## src/hw/rtl/rpe_pkg.sv

```systemverilog
// Shared constants, types and tables for the 3D Euler rotation block.
// Used by the controller, datapath and top level; no dependencies.
package rpe_pkg;

   localparam int CordicIterations = 16;
   localparam int AtanEntries      = 24;
   localparam int NumIter          = (CordicIterations < AtanEntries) ?
                                     CordicIterations : AtanEntries;
   localparam int IterW            = $clog2(AtanEntries + 1);

   localparam logic signed [35:0] GainInv  = 36'sd652032874;
   localparam logic signed [35:0] PiQ30    = 36'sd3373259426;
   localparam logic signed [35:0] HalfPiQ30 = 36'sd1686629713;

   localparam logic [1:0] RegAngleX = 2'd0;
   localparam logic [1:0] RegAngleY = 2'd1;
   localparam logic [1:0] RegAngleZ = 2'd2;

   // Datapath operations issued by the controller.
   typedef enum logic [3:0] {
      OP_NONE     = 4'd0,
      OP_CORDIC_LOAD = 4'd1,
      OP_CORDIC_STEP = 4'd2,
      OP_CORDIC_DONE = 4'd3,
      OP_MAT_CLEAR   = 4'd4,
      OP_MAT_MAC     = 4'd5,
      OP_MAT_WRITE   = 4'd6,
      OP_PT_CLEAR    = 4'd7,
      OP_PT_MAC      = 4'd8,
      OP_PT_WRITE    = 4'd9,
      OP_MAT_COPY    = 4'd10
   } op_type;

   typedef struct packed {
      op_type               op;
      logic [1:0]           axis;   // CORDIC angle select
      logic [IterW-1:0]     iter;   // CORDIC iteration
      logic [1:0]           row;
      logic [1:0]           col;
      logic [1:0]           k;      // product term
      logic                 stage;  // 0: Ry*Rx, 1: Rz*tmp
   } cmd_type;

   function automatic logic signed [35:0] atan_q30(input logic [IterW-1:0] i);
      logic signed [35:0] r;
      begin
         case (i)
            5'd0:  r = 36'sd843314856;
            5'd1:  r = 36'sd497837829;
            5'd2:  r = 36'sd263043836;
            5'd3:  r = 36'sd133525158;
            5'd4:  r = 36'sd67021686;
            5'd5:  r = 36'sd33543515;
            5'd6:  r = 36'sd16775850;
            5'd7:  r = 36'sd8388437;
            5'd8:  r = 36'sd4194282;
            5'd9:  r = 36'sd2097149;
            5'd10: r = 36'sd1048575;
            5'd11: r = 36'sd524287;
            5'd12: r = 36'sd262143;
            5'd13: r = 36'sd131071;
            5'd14: r = 36'sd65535;
            5'd15: r = 36'sd32767;
            5'd16: r = 36'sd16383;
            5'd17: r = 36'sd8191;
            5'd18: r = 36'sd4095;
            5'd19: r = 36'sd2047;
            5'd20: r = 36'sd1023;
            5'd21: r = 36'sd511;
            5'd22: r = 36'sd255;
            5'd23: r = 36'sd127;
            default: r = 36'sd0;
         endcase
         return r;
      end
   endfunction

endpackage

```

## src/hw/rtl/rpe_datapath.sv

```systemverilog
// Datapath: CORDIC sine/cosine, matrix build and point transform on one
// shared 18x24 multiplier with a 48-bit accumulator. Depends on rpe_pkg.
module rpe_datapath
   import rpe_pkg::*;
(
   input  logic                clock,
   input  cmd_type             cmd,
   input  logic signed [15:0]  angle_x,
   input  logic signed [15:0]  angle_y,
   input  logic signed [15:0]  angle_z,
   input  logic signed [23:0]  px,
   input  logic signed [23:0]  py,
   input  logic signed [23:0]  pz,
   output logic signed [23:0]  x_out,
   output logic signed [23:0]  y_out,
   output logic signed [23:0]  z_out,
   output logic                sat_out
);

   // CORDIC state (Q.30 in 36 bits)
   logic signed [35:0] cx_ff, cx_in, cy_ff, cy_in, cz_ff, cz_in;
   logic               neg_ff, neg_in;
   // sin/cos per axis, Q2.16
   logic signed [17:0] sin_ff [3];
   logic signed [17:0] cos_ff [3];
   logic signed [17:0] tmp_ff [9];
   logic signed [17:0] mat_ff [9];
   logic signed [47:0] acc_ff, acc_in;
   logic signed [23:0] res_ff [3];
   logic [2:0]         sat_ff;

   logic signed [15:0] ang;
   logic signed [35:0] zs, dx, dy, xf, yf;
   logic signed [35:0] xr, yr;
   logic signed [17:0] c18, s18;
   logic signed [17:0] ma;
   logic signed [23:0] mb;
   logic signed [41:0] prod;
   logic signed [47:0] rnd;
   logic signed [17:0] m18;
   logic               sat24;
   logic signed [23:0] v24;

   function automatic logic signed [17:0] sat18(input logic signed [35:0] v);
      if (v > 36'sd131071)       return 18'sh1ffff;
      else if (v < -36'sd131072) return -18'sd131072;
      else                       return v[17:0];
   endfunction

   // Element of Rx, Ry, Rz for the current (row, col)
   function automatic logic signed [17:0] rot_elem(input logic [1:0] ax,
         input logic [1:0] r, input logic [1:0] c,
         input logic signed [17:0] s, input logic signed [17:0] co);
      logic [1:0] a, b;
      begin
         // map to plane indexes: for X (1,2), Y (0,2), Z (0,1)
         a = (ax == RegAngleX) ? 2'd1 : 2'd0;
         b = (ax == RegAngleZ) ? 2'd1 : 2'd2;
         if (r != a && r != b) return (r == c) ? 18'sd65536 : 18'sd0;
         if (c != a && c != b) return 18'sd0;
         if (r == c) return co;
         if (ax == RegAngleY) return (r == a) ? -s : s;
         return (r == a) ? -s : s;
      end
   endfunction

   always_comb begin
      unique case (cmd.axis)
         RegAngleX: ang = angle_x;
         RegAngleY: ang = angle_y;
         default:   ang = angle_z;
      endcase
      zs = 36'(ang) <<< 17;
      dx = cy_ff >>> cmd.iter;
      dy = cx_ff >>> cmd.iter;
      xf = neg_ff ? -cx_ff : cx_ff;
      yf = neg_ff ? -cy_ff : cy_ff;
      xr = (xf + 36'sd8192) >>> 14;
      yr = (yf + 36'sd8192) >>> 14;
      c18 = sat18(xr);
      s18 = sat18(yr);

      // multiplier operands
      if (cmd.stage == 1'b0) begin
         ma = rot_elem(RegAngleY, cmd.row, cmd.k, sin_ff[1], cos_ff[1]);
         mb = 24'(rot_elem(RegAngleX, cmd.k, cmd.col, sin_ff[0], cos_ff[0]));
      end else begin
         ma = rot_elem(RegAngleZ, cmd.row, cmd.k, sin_ff[2], cos_ff[2]);
         mb = 24'(tmp_ff[{2'b0, cmd.k} * 4'd3 + {2'b0, cmd.col}]);
      end
      if (cmd.op == OP_PT_MAC) begin
         ma = mat_ff[{2'b0, cmd.row} * 4'd3 + {2'b0, cmd.k}];
         unique case (cmd.k)
            2'd0:    mb = px;
            2'd1:    mb = py;
            default: mb = pz;
         endcase
      end
      prod = ma * mb;

      rnd = (acc_ff + 48'sd32768) >>> 16;
      m18 = sat18(rnd[35:0]);
      if (rnd > 48'sd8388607) begin
         v24 = 24'sh7fffff; sat24 = 1'b1;
      end else if (rnd < -48'sd8388608) begin
         v24 = -24'sd8388608; sat24 = 1'b1;
      end else begin
         v24 = rnd[23:0]; sat24 = 1'b0;
      end

      cx_in = cx_ff; cy_in = cy_ff; cz_in = cz_ff; neg_in = neg_ff;
      acc_in = acc_ff;
      unique case (cmd.op)
         OP_CORDIC_LOAD: begin
            cx_in = GainInv; cy_in = '0; neg_in = 1'b0; cz_in = zs;
            if (zs > HalfPiQ30) begin
               cz_in = zs - PiQ30; neg_in = 1'b1;
            end else if (zs < -HalfPiQ30) begin
               cz_in = zs + PiQ30; neg_in = 1'b1;
            end
         end
         OP_CORDIC_STEP: begin
            if (!cz_ff[35]) begin
               cx_in = cx_ff - dx; cy_in = cy_ff + dy;
               cz_in = cz_ff - atan_q30(cmd.iter);
            end else begin
               cx_in = cx_ff + dx; cy_in = cy_ff - dy;
               cz_in = cz_ff + atan_q30(cmd.iter);
            end
         end
         OP_MAT_CLEAR, OP_PT_CLEAR: acc_in = '0;
         OP_MAT_MAC, OP_PT_MAC:     acc_in = acc_ff + 48'(prod);
         default: ;
      endcase
   end

   always_ff @(posedge clock) begin
      cx_ff <= cx_in; cy_ff <= cy_in; cz_ff <= cz_in; neg_ff <= neg_in;
      acc_ff <= acc_in;
      unique case (cmd.op)
         OP_CORDIC_DONE: begin
            sin_ff[cmd.axis] <= s18;
            cos_ff[cmd.axis] <= c18;
         end
         OP_MAT_WRITE: begin
            if (cmd.stage == 1'b0) tmp_ff[{2'b0, cmd.row} * 4'd3 + {2'b0, cmd.col}] <= m18;
            else                   mat_ff[{2'b0, cmd.row} * 4'd3 + {2'b0, cmd.col}] <= m18;
         end
         OP_PT_WRITE: begin
            res_ff[cmd.row] <= v24;
            sat_ff[cmd.row] <= sat24;
         end
         default: ;
      endcase
   end

   assign x_out   = res_ff[0];
   assign y_out   = res_ff[1];
   assign z_out   = res_ff[2];
   assign sat_out = |sat_ff;

endmodule

```

## src/hw/rtl/rpe_ctrl.sv

```systemverilog
// Controller: sequences CORDIC, matrix build and per-point MACs.
// Depends on rpe_pkg; drives rpe_datapath through cmd_type.
module rpe_ctrl
   import rpe_pkg::*;
(
   input  logic    clock,
   input  logic    reset,
   input  logic    start,        // word accepted
   input  logic    matrix_ready,
   input  logic    out_free,     // output register free or being taken
   output logic    busy,
   output logic    built,        // matrix build finished
   output logic    done,         // load result into output stage
   output cmd_type cmd
);

   typedef enum logic [4:0] {
      S_IDLE  = 5'b00001,
      S_CORD  = 5'b00010,
      S_MAT   = 5'b00100,
      S_PT    = 5'b01000,
      S_OUT   = 5'b10000
   } state_type;

   state_type        state_ff, state_in;
   logic [IterW:0]   cnt_ff, cnt_in;   // CORDIC: 0 load, 1..N step, N+1 done
   logic [1:0]       axis_ff, axis_in, row_ff, row_in, col_ff, col_in;
   logic [2:0]       ph_ff, ph_in;     // 0 clear, 1..3 mac, 4 write
   logic             stg_ff, stg_in;

   always_comb begin
      state_in = state_ff; cnt_in = cnt_ff; axis_in = axis_ff;
      row_in = row_ff; col_in = col_ff; ph_in = ph_ff; stg_in = stg_ff;
      cmd = '0; cmd.op = OP_NONE;
      cmd.axis = axis_ff; cmd.row = row_ff; cmd.col = col_ff; cmd.stage = stg_ff;
      cmd.iter = cnt_ff[IterW-1:0] - IterW'(1);
      cmd.k = (ph_ff == 3'd0) ? 2'd0 : 2'(ph_ff - 3'd1);
      built = 1'b0; done = 1'b0;
      unique case (state_ff)
         S_IDLE: begin
            if (start) begin
               cnt_in = '0; axis_in = '0; row_in = '0; col_in = '0;
               ph_in = '0; stg_in = 1'b0;
               state_in = matrix_ready ? S_PT : S_CORD;
            end
         end
         S_CORD: begin
            if (cnt_ff == '0) cmd.op = OP_CORDIC_LOAD;
            else if (cnt_ff == (IterW+1)'(NumIter + 1)) cmd.op = OP_CORDIC_DONE;
            else cmd.op = OP_CORDIC_STEP;
            cnt_in = cnt_ff + (IterW+1)'(1);
            if (cnt_ff == (IterW+1)'(NumIter + 1)) begin
               cnt_in = '0;
               axis_in = axis_ff + 2'd1;
               if (axis_ff == RegAngleZ) state_in = S_MAT;
            end
         end
         S_MAT, S_PT: begin
            if (ph_ff == 3'd0) cmd.op = (state_ff == S_MAT) ? OP_MAT_CLEAR : OP_PT_CLEAR;
            else if (ph_ff == 3'd4) cmd.op = (state_ff == S_MAT) ? OP_MAT_WRITE : OP_PT_WRITE;
            else cmd.op = (state_ff == S_MAT) ? OP_MAT_MAC : OP_PT_MAC;
            ph_in = ph_ff + 3'd1;
            if (ph_ff == 3'd4) begin
               ph_in = '0;
               if (state_ff == S_PT) begin
                  row_in = row_ff + 2'd1;
                  if (row_ff == 2'd2) begin
                     row_in = '0; state_in = S_OUT;
                  end
               end else begin
                  col_in = col_ff + 2'd1;
                  if (col_ff == 2'd2) begin
                     col_in = '0; row_in = row_ff + 2'd1;
                     if (row_ff == 2'd2) begin
                        row_in = '0;
                        if (stg_ff) begin
                           built = 1'b1; state_in = S_PT;
                        end else stg_in = 1'b1;
                     end
                  end
               end
            end
         end
         S_OUT: begin
            if (out_free) begin
               done = 1'b1; state_in = S_IDLE;
            end
         end
         default: state_in = S_IDLE;
      endcase
   end

   assign busy = (state_ff != S_IDLE);

   always_ff @(posedge clock) begin
      if (reset) begin
         state_ff <= S_IDLE;
      end else begin
         state_ff <= state_in;
      end
      cnt_ff <= cnt_in; axis_ff <= axis_in; row_ff <= row_in;
      col_ff <= col_in; ph_ff <= ph_in; stg_ff <= stg_in;
   end

endmodule

```

## src/hw/rtl/rotate_points_3d_euler.sv

```systemverilog
// Rotates Q16.8 points by R = Rz*Ry*Rx built from CORDIC sine/cosine.
// Per output row, each point runs a clear, multiply-accumulates and a write on
// the shared multiplier, then waits for a free output register; a new point is
// taken only when idle. After reset or an angle write, the matrix is rebuilt first.
// Synchronous active-high reset clears angles, matrix-ready and handshakes.
module rotate_points_3d_euler
   import rpe_pkg::*;
(
   input  logic               clock,
   input  logic               reset,
   input  logic               req_valid,
   output logic               req_ready,
   input  logic signed [23:0] req_x_in,
   input  logic signed [23:0] req_y_in,
   input  logic signed [23:0] req_z_in,
   input  logic               req_last_point,
   output logic               rsp_valid,
   input  logic               rsp_ready,
   output logic signed [23:0] rsp_x_out,
   output logic signed [23:0] rsp_y_out,
   output logic signed [23:0] rsp_z_out,
   output logic               rsp_last,
   output logic               rsp_saturated,
   input  logic               psel,
   input  logic               penable,
   input  logic               pwrite,
   input  logic [3:0]         paddr,
   input  logic [31:0]        pwdata,
   output logic [31:0]        prdata,
   output logic               pready
);

   logic signed [15:0] ax_ff, ay_ff, az_ff;
   logic               rdy_ff;
   logic signed [23:0] px_ff, py_ff, pz_ff;
   logic               lp_ff;
   logic               ov_ff;
   logic signed [23:0] ox_ff, oy_ff, oz_ff;
   logic               ol_ff, os_ff;
   logic               start, busy, built, done, wr;
   logic signed [23:0] dx, dy, dz;
   logic               dsat;
   cmd_type            cmd;

   assign pready    = 1'b1;
   assign wr        = psel && penable && pwrite;
   assign req_ready = !busy;
   assign start     = req_valid && req_ready;

   always_comb begin
      unique case (paddr[3:2])
         RegAngleX: prdata = 32'(ax_ff);
         RegAngleY: prdata = 32'(ay_ff);
         RegAngleZ: prdata = 32'(az_ff);
         default:   prdata = '0;
      endcase
   end

   rpe_ctrl u_ctrl (
      .clock, .reset, .start, .matrix_ready(rdy_ff),
      .out_free(!ov_ff || rsp_ready), .busy, .built, .done, .cmd
   );

   rpe_datapath u_dp (
      .clock, .cmd, .angle_x(ax_ff), .angle_y(ay_ff), .angle_z(az_ff),
      .px(px_ff), .py(py_ff), .pz(pz_ff),
      .x_out(dx), .y_out(dy), .z_out(dz), .sat_out(dsat)
   );

   always_ff @(posedge clock) begin
      if (reset) begin
         ax_ff <= '0; ay_ff <= '0; az_ff <= '0;
         rdy_ff <= 1'b0; ov_ff <= 1'b0;
      end else begin
         if (wr) begin
            // drop writes to unused addresses, keep the matrix
            unique case (paddr[3:2])
               RegAngleX: begin
                  ax_ff <= pwdata[15:0]; rdy_ff <= 1'b0;
               end
               RegAngleY: begin
                  ay_ff <= pwdata[15:0]; rdy_ff <= 1'b0;
               end
               RegAngleZ: begin
                  az_ff <= pwdata[15:0]; rdy_ff <= 1'b0;
               end
               default: ;
            endcase
         end else if (built) begin
            rdy_ff <= 1'b1;
         end
         if (done)                 ov_ff <= 1'b1;
         else if (rsp_ready)       ov_ff <= 1'b0;
      end
      if (start) begin
         px_ff <= req_x_in; py_ff <= req_y_in; pz_ff <= req_z_in;
         lp_ff <= req_last_point;
      end
      if (done) begin
         ox_ff <= dx; oy_ff <= dy; oz_ff <= dz; ol_ff <= lp_ff; os_ff <= dsat;
      end
   end

   assign rsp_valid     = ov_ff;
   assign rsp_x_out     = ox_ff;
   assign rsp_y_out     = oy_ff;
   assign rsp_z_out     = oz_ff;
   assign rsp_last      = ol_ff;
   assign rsp_saturated = os_ff;

`ifndef NO_ASSERTIONS
   // the controller must not finish a point while the output word is held
   a_no_overwrite: assert property (@(posedge clock) disable iff (reset)
      done |-> (!ov_ff || rsp_ready)) else $error("result overwritten");
   // no new word is taken while one is in flight
   a_busy_after_start: assert property (@(posedge clock) disable iff (reset)
      start |=> busy) else $error("controller missed start");
   // matrix is only marked valid by a finished build
   a_ready_source: assert property (@(posedge clock) disable iff (reset)
      $rose(rdy_ff) |-> $past(built)) else $error("matrix valid without build");
`endif

endmodule

```

## config.mk

```make
export PLATFORM = sky130hd
export DESIGN_NAME = rotate_points_3d_euler
export DESIGN_NICKNAME = d
export VERILOG_FILES = /design/src/hw/rtl/rpe_pkg.sv /design/src/hw/rtl/rpe_datapath.sv /design/src/hw/rtl/rpe_ctrl.sv /design/src/hw/rtl/rotate_points_3d_euler.sv
export SDC_FILE = /design/constraint.sdc
export NUM_CORES = 2
export LEC_CHECK = 0
export BUFFER_PORTS_ARGS = -buffer_cell sky130_fd_sc_hd__buf_4
export CORE_ASPECT_RATIO = 1.4
export CORE_MARGIN = 2
export CORE_UTILIZATION = 30
export CTS_BUF_LIST = sky130_fd_sc_hd__clkbuf_8
export CTS_CLUSTER_SIZE = 30
export DETAILED_ROUTE_END_ITERATION = 12
export PLACE_DENSITY = 0.47
export SYNTH_ARGS = -nofsm -noshare
export SYNTH_HDL_FRONTEND = slang
export SYNTH_HIERARCHICAL = 1
export SYNTH_SLANG_ARGS = --single-unit
```

## constraint.sdc

```tcl
create_clock -name clock -period 12.75 [get_ports clock]
set_clock_uncertainty 0.1 [all_clocks]
set_input_delay 3.825 -clock clock [delete_from_list [all_inputs] [get_ports clock]]
set_output_delay 3.825 -clock clock [all_outputs]
set_load 0.03 [all_outputs]
```

==> impl_metrics.csv <==
group,metric,value,unit
synth,postSynthAreaPerCell,10.6,um2
placement,place_congestion,0.917,
synth,ys_seq_area_frac,0.371,
synth,ys_seq_elements,882,
worst_setup_path,crit_arrival,12.54,ns
placement,dp_hpwl,175000,um
layout,layout.nets,7687,
floorplan,core,232000,um2
floorplan,top_level_ports,225,
worst_setup_path,path_depth,39,
hold_path,hold_depth,0,
worst_setup_path,start_kind,"register",
timing,setup_tns,0,ns
detailed_routing,wire_per_inst,23.0,um
floorplan,initial_core_util,0.302,
clocking,clk_latency,0.92,ns
clocking,htree_levels,4,
worst_setup_path,max_stage_delay,0.82,ns
global_route,grt_pass1_wl,343000,um
timing,relSlewSlack,0.0690,
clocking,post-cts-setup-buffers,0,
run_status,status,"finished, final reports clean",
worst_setup_path,cpMaxStageDelayCell,"nor4b_1",
detailed_routing,routed-wl-met2,120000,um
floorplan,die-area,237000,um2
worst_setup_path,cpMostUsedCell,"fa_1",
timing,post-route-min-period,12.06,ns
layout,syn_to_final_growth,12.1,%
clocking,root_buffer,"clkbuf_8",
flow_run,drv_cap,0,
floorplan,rows,209,
timing,slew_viol_final,0,
detailed_routing,met3_length,9570,um
layout,drive_gt1_frac,0.135,
global_route,grt_pass1_vias,54000,
timing,setup_viol,0,
hold_path,min_path_type,"reg -> reg",
global_route,antenna_found_initial,4,
global_route,grt_max_degree,86,
placement,portBuffers,205,
timing,max_slew.worst_pin.slew,1.39,ns
worst_setup_path,required,13.23,ns
worst_setup_path,path_buf_inv,9,
layout,layout.cells.most_common_list,"edfxtp_1, inv_1, nand2_1, fa_1, nor2_1",
detailed_routing,vias_per_cell,5.18,
timing,period_share,0.946,
floorplan,die_w,412,um
clocking,numCtsBuffers,159,
synth,synth.cell_area,70000,um2
floorplan,chipHeight,575,um
detailed_routing,drt_pre_antenna_iters,6,
clocking,clkSinkCount,882,
timing,hold_violations,0,
timing,clock.fmax,82.9,MHz
detailed_routing,wl_met1,86900,um
global_route,overflow,0,
worst_setup_path,endpoint_kind,"register",
synth,yosys_warnings,6,
clocking,clk_pin_slew_worst_paths,0.06,ns
synth,synth-edff-count,827,
global_route,grt_usage,0.191,
worst_setup_path,worstPathMaxFanout,24,
worst_setup_path,path_delay_family,"adder cells",
timing,rsz0062_at_grt,"false",
worst_setup_path,r2r_cells,39,
detailed_routing,first_iter_violations,3187,
synth,synth_top_flop_cell,"edfxtp_1",
detailed_routing,dr.max_layer_used,"met4",
detailed_routing,final_antenna_net_count,0,
synth,ys_types,120,
detailed_routing,drc,0,
synth,synth_nets,7501,
layout,layout_commonest_cell,"edfxtp_1",
detailed_routing,vias,51700,
clocking,clk_path_buf_depth,4,
synth,synthCells,6601,
clocking,cts_tree,"built",
layout,nFillCells,23500,
worst_setup_path,critical_path_class,"reg -> reg",
synth,async_reset_ff_frac,0,
detailed_routing,routed_wl,229000,um
==> final cells by class <==
cell class / count / area, um2 / share of cell area
multi-input combinational: 4688 / 40200 / 0.513
sequential: 882 / 25900 / 0.331
tap: 3059 / 3830 / 0.0488
timing repair buffer: 397 / 3010 / 0.0383
inverter: 659 / 2480 / 0.0316
clock buffer: 165 / 2270 / 0.0290
clock inverter: 114 / 658 / 0.00839
antenna: 3 / 7.51 / 0.0000958
==> cells in the mapped netlist (24+ instances only) <==
| cell type | instances | area, um2 |
|---|---|---|
| xor2_1 | 143 | 1250 |
| o22ai_1 | 27 | 169 |
| xnor2_1 | 220 | 1930 |
| mux2i_1 | 176 | 1760 |
| buf_1 | 41 | 154 |
| dfxtp_1 | 55 | 1100 |
| edfxtp_1 | 827 | 24800 |
| nand2_1 | 639 | 2400 |
| nor4_1 | 36 | 225 |
| and3_1 | 63 | 394 |
| o31ai_1 | 38 | 285 |
| o21a_1 | 24 | 180 |
| nand3_1 | 80 | 400 |
| nand2b_1 | 117 | 732 |
| ha_1 | 282 | 3530 |
| a221oi_1 | 48 | 420 |
| a21o_1 | 103 | 773 |
| a22oi_1 | 36 | 270 |
| fa_1 | 502 | 10000 |
| nor2b_1 | 95 | 594 |
| a21oi_1 | 311 | 1560 |
| o211ai_1 | 33 | 248 |
| and2_1 | 104 | 651 |
| a211oi_1 | 29 | 218 |
| nor3_1 | 85 | 425 |
| a31oi_1 | 62 | 388 |
| mux2_2 | 57 | 642 |
| nor2_1 | 455 | 1710 |
| o21ai_0 | 345 | 1730 |
| or3_1 | 30 | 188 |
| clkbuf_1 | 262 | 983 |
| buf_2 | 33 | 165 |
| nand4_1 | 36 | 225 |
| inv_1 | 650 | 2440 |
| mux4_2 | 142 | 3200 |
==> worst paths after layout <==
| path | startpoint | endpoint | slack, ns |
|---|---|---|---|
| worst max register to register | u_ctrl/ph_ff[0] | u_dp/acc_ff[47] | 0.69 |
| worst min register to register | u_dp/res_ff[1][0] | rsp_y_out[0] | 0.30 |
| worst max-delay path | u_ctrl/ph_ff[0] | u_dp/acc_ff[47] | 0.69 |
| worst min-delay path | u_dp/res_ff[1][0] | rsp_y_out[0] | 0.30 |
==> layer usage <==
| layer | vias to the layer above | track usage |
|---|---|---|
| met3 | 491 | 0.0241 |
| met2 | 1454 | 0.351 |
| met1 | 26000 | 0.212 |
| li1 | 23700 | - |
| met5 | - | 0 |
| met4 | 0 | 0.101 |
==> stage by stage <==
| step | setup WS, ns | instance area [um2] | cells | hold slack, ns | util |
|---|---|---|---|---|---|
| 6_report | 0.690 | 78400 | 9967 | 0.303 | 0.338 |
| 2_1_floorplan | 1.77 | 70000 | 6601 | 0.300 | - |
| 3_5_place_dp | 0.520 | 75500 | 9685 | 0.305 | 0.326 |
| 3_3_place_gp | 0.545 | 75500 | 9685 | 0.304 | 0.326 |
| 4_1_cts | 0.511 | 78400 | 9964 | 0.297 | 0.338 |
| 5_1_grt | 0.139 | 78400 | 9966 | 0.322 | 0.338 |
==> worst register-to-register path: cells and delay by family (launching register included) <==
family / cells / cell delay, ns
buffers and inverters: 9 / 1.33
AND/OR/NAND/NOR: 7 / 1.75
flip-flops: 1 / 0.44
multiplexers: 2 / 0.79
adder cells (fa/ha/maj): 12 / 5.06
AO/OA/AOI/OAI: 9 / 2.34
==> registers in the layout, indices dropped and copies added (netlist names), 3 cells and up <==
register,flops
u_ctrl/cnt_ff,6
u_dp/cx_ff,36
py_ff,24
u_dp/acc_ff,48
u_dp/cy_ff,36
rsp_y_out,24
u_ctrl/ph_ff,3
u_dp/cz_ff,36
ay_ff,16
u_dp/sat_ff,3
u_dp/cos_ff,54
rsp_x_out,24
px_ff,24
rsp_z_out,24
u_dp/res_ff,72
ax_ff,16
u_dp/mat_ff,162
u_ctrl/state_ff,5
u_dp/tmp_ff,162
pz_ff,24
u_dp/sin_ff,54
az_ff,16
==> repair_timing <==
action,in CTS,in global routing
hold buffers,0,0
setup endpoints to repair,0,1
resized for setup,0,1
==> cell families after synthesis <==
logic type / count (synthesis) / share of synthesized area
other: 1 / 0.0000536
buffers and inverters: 1031 / 0.0590
flip-flops: 882 / 0.371
multiplexers: 384 / 0.0825
AO/OA/AOI/OAI: 1285 / 0.119
XOR/XNOR: 363 / 0.0454
AND/OR/NAND/NOR: 1870 / 0.129
adder cells (fa/ha/maj): 785 / 0.194
Power is left out: the tool's default activity adds up to more than one toggle a clock period on the data nets, which glitch-free logic cannot reach.
